[config.mk]
export PLATFORM = sky130hd
export DESIGN_NAME = printable_run_extractor
export DESIGN_NICKNAME = d
export VERILOG_FILES = /design/src/design/pre_pkg.sv /design/src/design/pre_ram.sv /design/src/design/pre_front.sv /design/src/design/pre_cmd_fifo.sv /design/src/design/pre_back.sv /design/src/design/printable_run_extractor.sv
export SDC_FILE = /design/constraint.sdc
export NUM_CORES = 1
export LEC_CHECK = 0
export BUFFER_PORTS_ARGS = -buffer_cell sky130_fd_sc_hd__buf_4
export CORE_UTILIZATION = 62
export DETAILED_ROUTE_END_ITERATION = 16
export PLACE_DENSITY = 0.87
export SYNTH_ARGS = -nofsm -noshare
export SYNTH_HDL_FRONTEND = slang
export SYNTH_SLANG_ARGS = --single-unit
[constraint.sdc]
create_clock -name clk -period 7.2 [get_ports clk]
set_input_delay 1.08 -clock clk [delete_from_list [all_inputs] [get_ports clk]]
set_output_delay 1.08 -clock clk [all_outputs]
set_load 0.01 [all_outputs]
[src/design/pre_pkg.sv]
// ----------------------------------------------------------------------------
// pre_pkg
// Shared constants and types of the printable run extractor.
// ----------------------------------------------------------------------------
package pre_pkg;

	localparam int MAX_MIN_LEN  = 62;
	localparam int HOLD_ADDR_W  = $clog2(MAX_MIN_LEN);
	localparam int FIFO_DEPTH   = 4;
	localparam int FIFO_PTR_W   = $clog2(FIFO_DEPTH);

	localparam logic [5:0] MIN_LEN_RESET = 6'd4;
	localparam logic [5:0] MIN_LEN_MAX   = 6'(MAX_MIN_LEN);
	localparam logic [7:0] GRAPHIC_LO    = 8'h21;
	localparam logic [7:0] GRAPHIC_HI    = 8'h7E;

	// work for the back end, one entry per accepted byte that emits anything
	typedef struct packed {
		logic [31:0] offset;
		logic [7:0]  data;
		logic [5:0]  flush_cnt;
		logic        do_flush;
		logic        do_byte;
		logic        do_end;
	} cmd_t;

	typedef struct packed {
		logic                   en;
		logic [HOLD_ADDR_W-1:0] addr;
		logic [7:0]             data;
	} hold_wr_t;

	typedef enum logic [2:0] {
		B_IDLE,
		B_FLUSH,
		B_BYTE,
		B_END
	} back_state_t;

endpackage

[src/design/pre_ram.sv]
// ----------------------------------------------------------------------------
// pre_ram
// Generic single-write, single-read RAM with registered read data.
// ----------------------------------------------------------------------------
module pre_ram #(
	parameter int WIDTH = 8,
	parameter int DEPTH = 62
) (
	input  logic                     clk,
	input  logic                     wr_en,
	input  logic [$clog2(DEPTH)-1:0] wr_addr,
	input  logic [WIDTH-1:0]         wr_data,
	input  logic                     rd_en,
	input  logic [$clog2(DEPTH)-1:0] rd_addr,
	output logic [WIDTH-1:0]         rd_data
);

	logic [WIDTH-1:0] mem [DEPTH];

	always_ff @(posedge clk) begin
		if (wr_en) begin
			mem[wr_addr] <= wr_data;
		end
		if (rd_en) begin
			rd_data <= mem[rd_addr];
		end
	end

endmodule

[src/design/pre_front.sv]
// ----------------------------------------------------------------------------
// pre_front
// Accepts bytes, tracks the run state and offsets, stores held bytes and
// issues emit commands to the back end.
// ----------------------------------------------------------------------------
module pre_front (
	input  logic              clk,
	input  logic              arst_n,
	input  logic              min_len_we,
	input  logic [5:0]        min_len_wdata,
	input  logic              push,
	output logic              full,
	input  logic [7:0]        text_byte,
	input  logic              buffer_end,
	output pre_pkg::hold_wr_t hold_wr,
	output logic              cmd_push,
	output pre_pkg::cmd_t     cmd,
	input  logic              cmd_full,
	input  logic              flush_done
);
	import pre_pkg::*;

	logic [5:0]  min_len_q;
	logic [31:0] byte_off_q;
	logic [31:0] start_q;
	logic [5:0]  run_len_q;
	logic        pass_q;
	logic        flush_busy_q;

	logic        acc;
	logic        graphic;
	logic        start_new;
	logic        below;
	logic        do_flush;
	logic        do_byte;
	logic        do_end;
	logic        closing;
	logic [31:0] run_start;
	logic [5:0]  run_len_inc;

	always_comb begin
		graphic     = text_byte inside {[GRAPHIC_LO:GRAPHIC_HI]};
		full        = cmd_full || flush_busy_q;
		acc         = push && !full;
		start_new   = graphic && run_len_q == 6'd0 && !pass_q;
		run_start   = start_new ? byte_off_q : start_q;
		below       = run_len_q < min_len_q;
		do_flush    = graphic && !pass_q && !below;
		do_byte     = graphic && (pass_q || do_flush);
		closing     = !graphic || buffer_end;
		do_end      = closing && (pass_q || do_flush);
		run_len_inc = (run_len_q == 6'd63) ? run_len_q : run_len_q + 6'd1;

		hold_wr.en   = acc && graphic && !pass_q && below && run_len_q < MIN_LEN_MAX;
		hold_wr.addr = run_len_q[HOLD_ADDR_W-1:0];
		hold_wr.data = text_byte;

		cmd_push      = acc && (do_byte || do_end);
		cmd.offset    = run_start;
		cmd.data      = text_byte;
		cmd.flush_cnt = (run_len_q > MIN_LEN_MAX) ? MIN_LEN_MAX : run_len_q;
		cmd.do_flush  = do_flush;
		cmd.do_byte   = do_byte;
		cmd.do_end    = do_end;
	end

	always_ff @(posedge clk or negedge arst_n) begin
		if (!arst_n) begin
			min_len_q    <= MIN_LEN_RESET;
			byte_off_q   <= '0;
			start_q      <= '0;
			run_len_q    <= '0;
			pass_q       <= 1'b0;
			flush_busy_q <= 1'b0;
		end else begin
			if (min_len_we) begin
				min_len_q <= (min_len_wdata > MIN_LEN_MAX) ? MIN_LEN_MAX : min_len_wdata;
			end
			// held storage is reused by the next run, so wait for the readout
			if (flush_done) begin
				flush_busy_q <= 1'b0;
			end else if (acc && do_flush && cmd.flush_cnt != 6'd0) begin
				flush_busy_q <= 1'b1;
			end
			if (acc) begin
				start_q    <= run_start;
				byte_off_q <= buffer_end ? 32'd0 : byte_off_q + 32'd1;
				if (closing) begin
					run_len_q <= '0;
					pass_q    <= 1'b0;
				end else begin
					run_len_q <= run_len_inc;
					pass_q    <= pass_q || do_flush;
				end
			end
		end
	end

endmodule

[src/design/pre_cmd_fifo.sv]
// ----------------------------------------------------------------------------
// pre_cmd_fifo
// Short command queue between the front and back ends.
// ----------------------------------------------------------------------------
module pre_cmd_fifo (
	input  logic          clk,
	input  logic          arst_n,
	input  logic          push,
	input  pre_pkg::cmd_t wdata,
	output logic          full,
	input  logic          pop,
	output pre_pkg::cmd_t rdata,
	output logic          empty
);
	import pre_pkg::*;

	cmd_t                entries_q [FIFO_DEPTH];
	logic [FIFO_PTR_W-1:0] wr_ptr_q;
	logic [FIFO_PTR_W-1:0] rd_ptr_q;
	logic [FIFO_PTR_W:0]   count_q;
	logic                  do_push;
	logic                  do_pop;

	always_comb begin
		full    = count_q == (FIFO_PTR_W+1)'(FIFO_DEPTH);
		empty   = count_q == '0;
		do_push = push && !full;
		do_pop  = pop && !empty;
		rdata   = entries_q[rd_ptr_q];
	end

	always_ff @(posedge clk) begin
		if (do_push) begin
			entries_q[wr_ptr_q] <= wdata;
		end
	end

	always_ff @(posedge clk or negedge arst_n) begin
		if (!arst_n) begin
			wr_ptr_q <= '0;
			rd_ptr_q <= '0;
			count_q  <= '0;
		end else begin
			if (do_push) begin
				wr_ptr_q <= wr_ptr_q + 1'b1;
			end
			if (do_pop) begin
				rd_ptr_q <= rd_ptr_q + 1'b1;
			end
			case ({do_push, do_pop})
				2'b10:   count_q <= count_q + 1'b1;
				2'b01:   count_q <= count_q - 1'b1;
				default: count_q <= count_q;
			endcase
		end
	end

endmodule

[src/design/pre_back.sv]
// ----------------------------------------------------------------------------
// pre_back
// Carries out emit commands: reads back held bytes, passes bytes, closes
// runs, and keeps the output register.
// ----------------------------------------------------------------------------
module pre_back (
	input  logic                            clk,
	input  logic                            arst_n,
	input  logic                            cmd_empty,
	input  pre_pkg::cmd_t                   cmd,
	output logic                            cmd_pop,
	output logic                            rd_en,
	output logic [pre_pkg::HOLD_ADDR_W-1:0] rd_addr,
	input  logic [7:0]                      rd_data,
	output logic                            flush_done,
	output logic                            empty,
	input  logic                            pop,
	output logic [31:0]                     run_offset,
	output logic [7:0]                      out_byte,
	output logic                            byte_valid,
	output logic                            run_end
);
	import pre_pkg::*;

	back_state_t state_q, state_d;
	cmd_t        cmd_q;
	logic [5:0]  idx_q;
	logic [5:0]  idx_nxt;
	logic        out_valid_q;
	logic        out_ready;
	logic        load;
	logic [7:0]  load_byte;
	logic        load_valid;
	logic        load_end;

	always_comb begin
		out_ready  = !out_valid_q || pop;
		idx_nxt    = idx_q + 6'd1;
		state_d    = state_q;
		cmd_pop    = 1'b0;
		rd_en      = 1'b0;
		rd_addr    = '0;
		flush_done = 1'b0;
		load       = 1'b0;
		load_byte  = cmd_q.data;
		load_valid = 1'b1;
		load_end   = 1'b0;
		case (state_q)
			B_IDLE: begin
				if (!cmd_empty) begin
					cmd_pop = 1'b1;
					if (cmd.do_flush && cmd.flush_cnt != 6'd0) begin
						rd_en   = 1'b1;
						state_d = B_FLUSH;
					end else if (cmd.do_byte) begin
						state_d = B_BYTE;
					end else begin
						state_d = B_END;
					end
				end
			end
			B_FLUSH: begin
				load_byte = rd_data;
				if (out_ready) begin
					load = 1'b1;
					if (idx_nxt == cmd_q.flush_cnt) begin
						flush_done = 1'b1;
						state_d    = B_BYTE;
					end else begin
						rd_en   = 1'b1;
						rd_addr = idx_nxt[HOLD_ADDR_W-1:0];
					end
				end
			end
			B_BYTE: begin
				if (out_ready) begin
					load    = 1'b1;
					state_d = cmd_q.do_end ? B_END : B_IDLE;
				end
			end
			B_END: begin
				load_byte  = 8'h00;
				load_valid = 1'b0;
				load_end   = 1'b1;
				if (out_ready) begin
					load    = 1'b1;
					state_d = B_IDLE;
				end
			end
			default: state_d = B_IDLE;
		endcase
	end

	always_ff @(posedge clk or negedge arst_n) begin
		if (!arst_n) begin
			state_q     <= B_IDLE;
			idx_q       <= '0;
			out_valid_q <= 1'b0;
		end else begin
			state_q <= state_d;
			if (cmd_pop) begin
				idx_q <= '0;
			end else if (state_q == B_FLUSH && load) begin
				idx_q <= idx_nxt;
			end
			if (load) begin
				out_valid_q <= 1'b1;
			end else if (pop) begin
				out_valid_q <= 1'b0;
			end
		end
	end

	always_ff @(posedge clk) begin
		if (cmd_pop) begin
			cmd_q <= cmd;
		end
		if (load) begin
			run_offset <= cmd_q.offset;
			out_byte   <= load_byte;
			byte_valid <= load_valid;
			run_end    <= load_end;
		end
	end

	assign empty = !out_valid_q;

endmodule

[src/design/printable_run_extractor.sv]
// ----------------------------------------------------------------------------
// printable_run_extractor
// Finds runs of graphic characters longer than min_len in a byte stream.
// ----------------------------------------------------------------------------
// Input channel: drive text_byte and buffer_end with push; a byte is taken
// at a clock edge with push high and full low. buffer_end marks the last
// byte of a buffer and restarts offsets at zero.
// Result channel: while empty is low the oldest result sits on run_offset,
// out_byte, byte_valid and run_end; pop takes it. A reported run gives its
// characters (byte_valid) and then one end marker (run_end).
// min_len is written with min_len_we; values above 62 saturate to 62. Write
// it only while no results are pending.
// A held byte is only written to the hold memory and issues no command. A
// passed byte goes through the command queue, then the back end's idle and
// byte states, into the output register; the back end works on one command
// at a time. A flush of n held bytes reads the hold memory one entry a cycle
// while the output register is not stalled; full stays high while it runs.
// An end marker takes the end state, straight after the byte state if any.
// When pop stays low the output register holds, the four-entry command
// queue fills and full rises; nothing is dropped.
// Reset clears run state, offsets and queues and sets min_len to 4.
// ----------------------------------------------------------------------------
module printable_run_extractor (
	input  logic        clk,
	input  logic        arst_n,
	input  logic        min_len_we,
	input  logic [5:0]  min_len_wdata,
	input  logic        push,
	output logic        full,
	input  logic [7:0]  text_byte,
	input  logic        buffer_end,
	output logic        empty,
	input  logic        pop,
	output logic [31:0] run_offset,
	output logic [7:0]  out_byte,
	output logic        byte_valid,
	output logic        run_end
);
	import pre_pkg::*;

	hold_wr_t               hold_wr;
	logic                   cmd_push;
	cmd_t                   cmd_in;
	logic                   cmd_full;
	logic                   cmd_pop;
	cmd_t                   cmd_out;
	logic                   cmd_empty;
	logic                   rd_en;
	logic [HOLD_ADDR_W-1:0] rd_addr;
	logic [7:0]             rd_data;
	logic                   flush_done;

	pre_front u_front (
		.clk           (clk),
		.arst_n        (arst_n),
		.min_len_we    (min_len_we),
		.min_len_wdata (min_len_wdata),
		.push          (push),
		.full          (full),
		.text_byte     (text_byte),
		.buffer_end    (buffer_end),
		.hold_wr       (hold_wr),
		.cmd_push      (cmd_push),
		.cmd           (cmd_in),
		.cmd_full      (cmd_full),
		.flush_done    (flush_done)
	);

	pre_ram #(
		.WIDTH (8),
		.DEPTH (MAX_MIN_LEN)
	) u_hold (
		.clk     (clk),
		.wr_en   (hold_wr.en),
		.wr_addr (hold_wr.addr),
		.wr_data (hold_wr.data),
		.rd_en   (rd_en),
		.rd_addr (rd_addr),
		.rd_data (rd_data)
	);

	pre_cmd_fifo u_fifo (
		.clk    (clk),
		.arst_n (arst_n),
		.push   (cmd_push),
		.wdata  (cmd_in),
		.full   (cmd_full),
		.pop    (cmd_pop),
		.rdata  (cmd_out),
		.empty  (cmd_empty)
	);

	pre_back u_back (
		.clk        (clk),
		.arst_n     (arst_n),
		.cmd_empty  (cmd_empty),
		.cmd        (cmd_out),
		.cmd_pop    (cmd_pop),
		.rd_en      (rd_en),
		.rd_addr    (rd_addr),
		.rd_data    (rd_data),
		.flush_done (flush_done),
		.empty      (empty),
		.pop        (pop),
		.run_offset (run_offset),
		.out_byte   (out_byte),
		.byte_valid (byte_valid),
		.run_end    (run_end)
	);

endmodule

==> results by group <==
Run status
  – Status: completed

Floorplanning
  – Die width: 237.6 um
  – Die Area: between 50000 and 60000 um2
  – Core footprint: 54990 um2
  – IO Pins: 64
  – Row cnt: 86
  – Initial core utilization: a little over three fifths
  – Chip height: roughly 240 um

Clock network
  – Clk pin slew, worst setup/hold paths: about 70 ps
  – Clk_lat worst skew: between 600 and 700 ps
  – Post-CTS Hold Buffers: 0
  – Num Clock Sinks: just under 900
  – Post-cts sizing count: 0
  – CTS Buffer Depth: 3
  – Total CTS buffers: 86
  – Clk root buf: clkbuf_16
  – Postcts setup bufs: 0
  – CTS tree: yes
  – Htree depth: 3

Layout
  – Antenna Cells: 0
  – Final net count: about 2300
  – Ratio of cells with drive above 1 in the final layout: between 10% and 20%
  – P&R area growth vs syn: 11.10%
  – Most frequent cells in the layout: 789 x edfxtp_1, 179 x nand2_1, 175 x o21ai_0
  – Commonest non-fill, non-tap cell in the layout: edfxtp_1

Timing
  – F_max: 0.1797 GHz
  – Final setup TNS: 0 ps
  – Final count of negative-setup-slack endpoints: 0
  – RSZ-0062 raised after global routing: false
  – Final hold viol count: 0
  – Slew @ Worst Pin: 1437 ps
  – Count of pins over their slew limit: 0
  – Clock skew: about 36 ps
  – Final period util: 77.30%
  – Final setup margin: approximately 1600 ps
  – Final min period: approximately 5600 ps
  – Max-slew headroom: slightly below 4%

Hold path
  – HP Class: in -> async

Synthesis
  – Sequential share of the synthesized area: 75.66%
  – Synth Instances: 2189
  – Synth top area cells: edfxtp_1 69%, dfrtp_1 6.8%, mux4_2 3.7%
  – Share of the synthesized area in the top cell type: roughly 70%
  – Synth Flop Type: edfxtp_1
  – Yosys warns: 0
  – EDFF count, synth: about 790
  – Syn avg cell area: about 16 um2
  – Register bit count reported by yosys: around 880
  – Cell Area, Synth: roughly 34000 um2
  – Area leader, netlist: edfxtp_1
  – Unique masters post-synth: 71
  – Syn nets: roughly 2200
  – FFs w/ async S/R, synth: between 10% and 20%

Setup path
  – Crit path max fanout: 35
  – Crit path kind: reg -> reg
  – Sequence of cells on the critical path: nor2b_4 > and2_1 > nand2_1 > nor2_2 > buf_4 > o2111ai_1 > a21oi_1 > o2111ai_1 > a32oi_1
  – CP max stage delay: between 1000 and 1500 ps
  – Critical Path RT: 7660 ps
  – Startpoint Class: register
  – Crit path max-delay family: simple AND/OR/NAND/NOR gates
  – Crit. End Element: register
  – CP arrival: around 6000 ps
  – CP most frequent cell: o2111ai_1
  – Slowest cell on the critical path: nand2_1
  – WP buf/inv: 1

Routing
  – Vias: about 21000
  – Drt total wl: between 80000 and 90000 um
  – DRC: 0
  – WL/cell: 28.76 um
  – Antenna-violating nets left: 0
  – Vias/cell: 6.979
  – Drt first pass iters: 6
  – First DRT Iteration DRCs: between 3000 and 4000

Pwr
  – Pwr/cell area: 345.3 nW/um2
  – Sw frac: ~29%
  – Clk pwr share: 33.4%
  – Leak pwr: ~13 nW
  – Psw: around 0.0039 W
  – Internal power: 0.009356 W
  – VDD IR-drop max: 0.2892 mV
  – Seq pwr share: about half
  – Logic pwr share: ~19%

Global route
  – GR Util met1: between 40 and 50%
  – Met3 global-route usage: 7.223%
  – Met2 usage: between 50% and 60%
  – Global-route wire length before repair: between 100000 and 150000 um
  – Global-route total usage across every layer: 31.39%
  – Overflow after GRT: 0
  – Largest net degree at the start of global routing: 69
  – Global route hottest layer: met2
  – Initial antenna violation count: 0
  – Vias in the first global route: 20970

Place
  – Hpwl dp: between 40000 and 50000 um
  – Gp weighted congestion: around 0.90
  – Pre-CTS setup slack: 1549 ps
  – PortBufs: 63

Flow run
  – Max cap viols: 0
## cell type report
type | count | area (um2)
Fill cell | 3159 | 16740
Inverter | 34 | 127.6
Timing Repair Buffer | 90 | 675.6
Tap cell | 748 | 935.9
Clock inverter | 42 | 387.9
Sequential cell | 883 | 26050
Multi-Input combinational cell | 1132 | 7712
Clock buffer | 116 | 2357
## worst reg2reg max path, delay by kind of cell (launching register included)
family                 cells  cell delay [ps]
buffers and inverters      1              460
and+or+nand+nor            4             3030
DFF                        1              770
AOI/OAI and AO/OA          4             1130
## path summary, 6_finish.rpt
| check | from | to | slack (ps) | cells past startpoint |
|---|---|---|---|---|
| worst min-delay path | arst_n | u_front.byte_off_q[18]$_DFFE_PN0P_ | 410 | 1 |
| min in group clk | u_back.cmd_q[21]$_DFFE_PP_ | u_back.run_offset[4]$_DFFE_PP_ | 420 | 0 |
| worst min register to register | u_back.cmd_q[21]$_DFFE_PP_ | u_back.run_offset[4]$_DFFE_PP_ | 420 | 0 |
| max in group asynchronous | arst_n | u_fifo.rd_ptr_q[0]$_DFFE_PN0P_ | 5530 | 2 |
| worst max-delay path | u_back.state_q[0]$_DFFE_PN0P_ | u_hold.rd_data[4]$_DFFE_PP_ | 1630 | 9 |
| worst max register to register | u_back.state_q[0]$_DFFE_PN0P_ | u_hold.rd_data[4]$_DFFE_PP_ | 1630 | 9 |
## per-stage QoR
stage | util (%) | hold WS (ps) | area (um2) | cells | total power [W]
after floorplan | - | 400.3 | 34430 | 2189 | 0.007858
after global placement | 64.57 | 402.4 | 35500 | 2887 | 0.008634
after detailed placement | 64.57 | 405.4 | 35500 | 2887 | 0.008746
after CTS | 69.56 | 414.4 | 38250 | 3045 | 0.01316
after global routing | 69.56 | 433.4 | 38250 | 3045 | 0.01355
final | 69.56 | 413.0 | 38250 | 3045 | 0.01321
## metal layers
metal  vias to the layer above  wire length, um
met3                       306            10860
met1                     10530            30310
met4                         0             3724
met2                      1810            42690
met5                         -                0
li1                       8609                -
## cell families after synthesis
family | count (synthesis) | synth area share (%)
AOI/OAI and AO/OA | 519 | 9.497
muxes | 100 | 5.074
DFF | 883 | 75.66
xor gates and xnor gates | 39 | 1.079
and+or+nand+nor | 457 | 5.986
adders and majority gates | 17 | 0.6396
buffers and inverters | 174 | 2.068
## sequential cells by signal (all words and copies together) (netlist names), 2 cells and up
| register | cells |
|---|---|
| u_hold.mem | 496 |
| u_fifo.entries_q | 196 |
| u_back.cmd_q | 47 |
| u_back.run_offset | 32 |
| u_front.byte_off_q | 32 |
| u_front.start_q | 32 |
| u_back.out_byte | 8 |
| u_hold.rd_data | 8 |
| u_back.idx_q | 6 |
| u_front.min_len_q | 6 |
| u_front.run_len_q | 6 |
| u_fifo.count_q | 3 |
| u_back.state_q | 2 |
| u_fifo.rd_ptr_q | 2 |
| u_fifo.wr_ptr_q | 2 |
## power by group through the flow
stage               Clock (W)  Sequential, W  Combinational (W)
global route          0.00461        0.00638            0.00256
global placement            0        0.00641            0.00222
CTS                   0.00442        0.00635            0.00239
floorplan                   0        0.00630            0.00156
detailed placement          0        0.00643            0.00232
finish                0.00441        0.00636            0.00244
## Yosys cell counts, types with 3 or more instances
cell type  number
o21ai_0       175
o311ai_0        7
o211ai_1       43
nand4_1         7
nand2b_1        7
nand3b_1        4
mux2i_1         8
xnor2_1        17
o221ai_1       35
nor3_2          3
buf_1          17
or2_1           3
mux2_2         33
edfxtp_1      789
or2_2           7
mux2_1          3
o2111ai_1      10
nor2_1        143
nor4_1         10
a31oi_1         7
o21a_1          9
nor2b_1         3
o22a_1          5
xor2_1         20
or3_1          14
a311oi_1        6
a21oi_1        74
clkbuf_1       88
buf_2          31
dfrtp_1        93
o22ai_1       114
nand2_1       179
nor3_1         21
and3_1          9
nand3_1        28
a32oi_1         8
inv_1          34
a21o_1          5
ha_1           16
a211oi_1        4
and2_1          6
mux4_2         56
(Power assumes the default switching activity.)
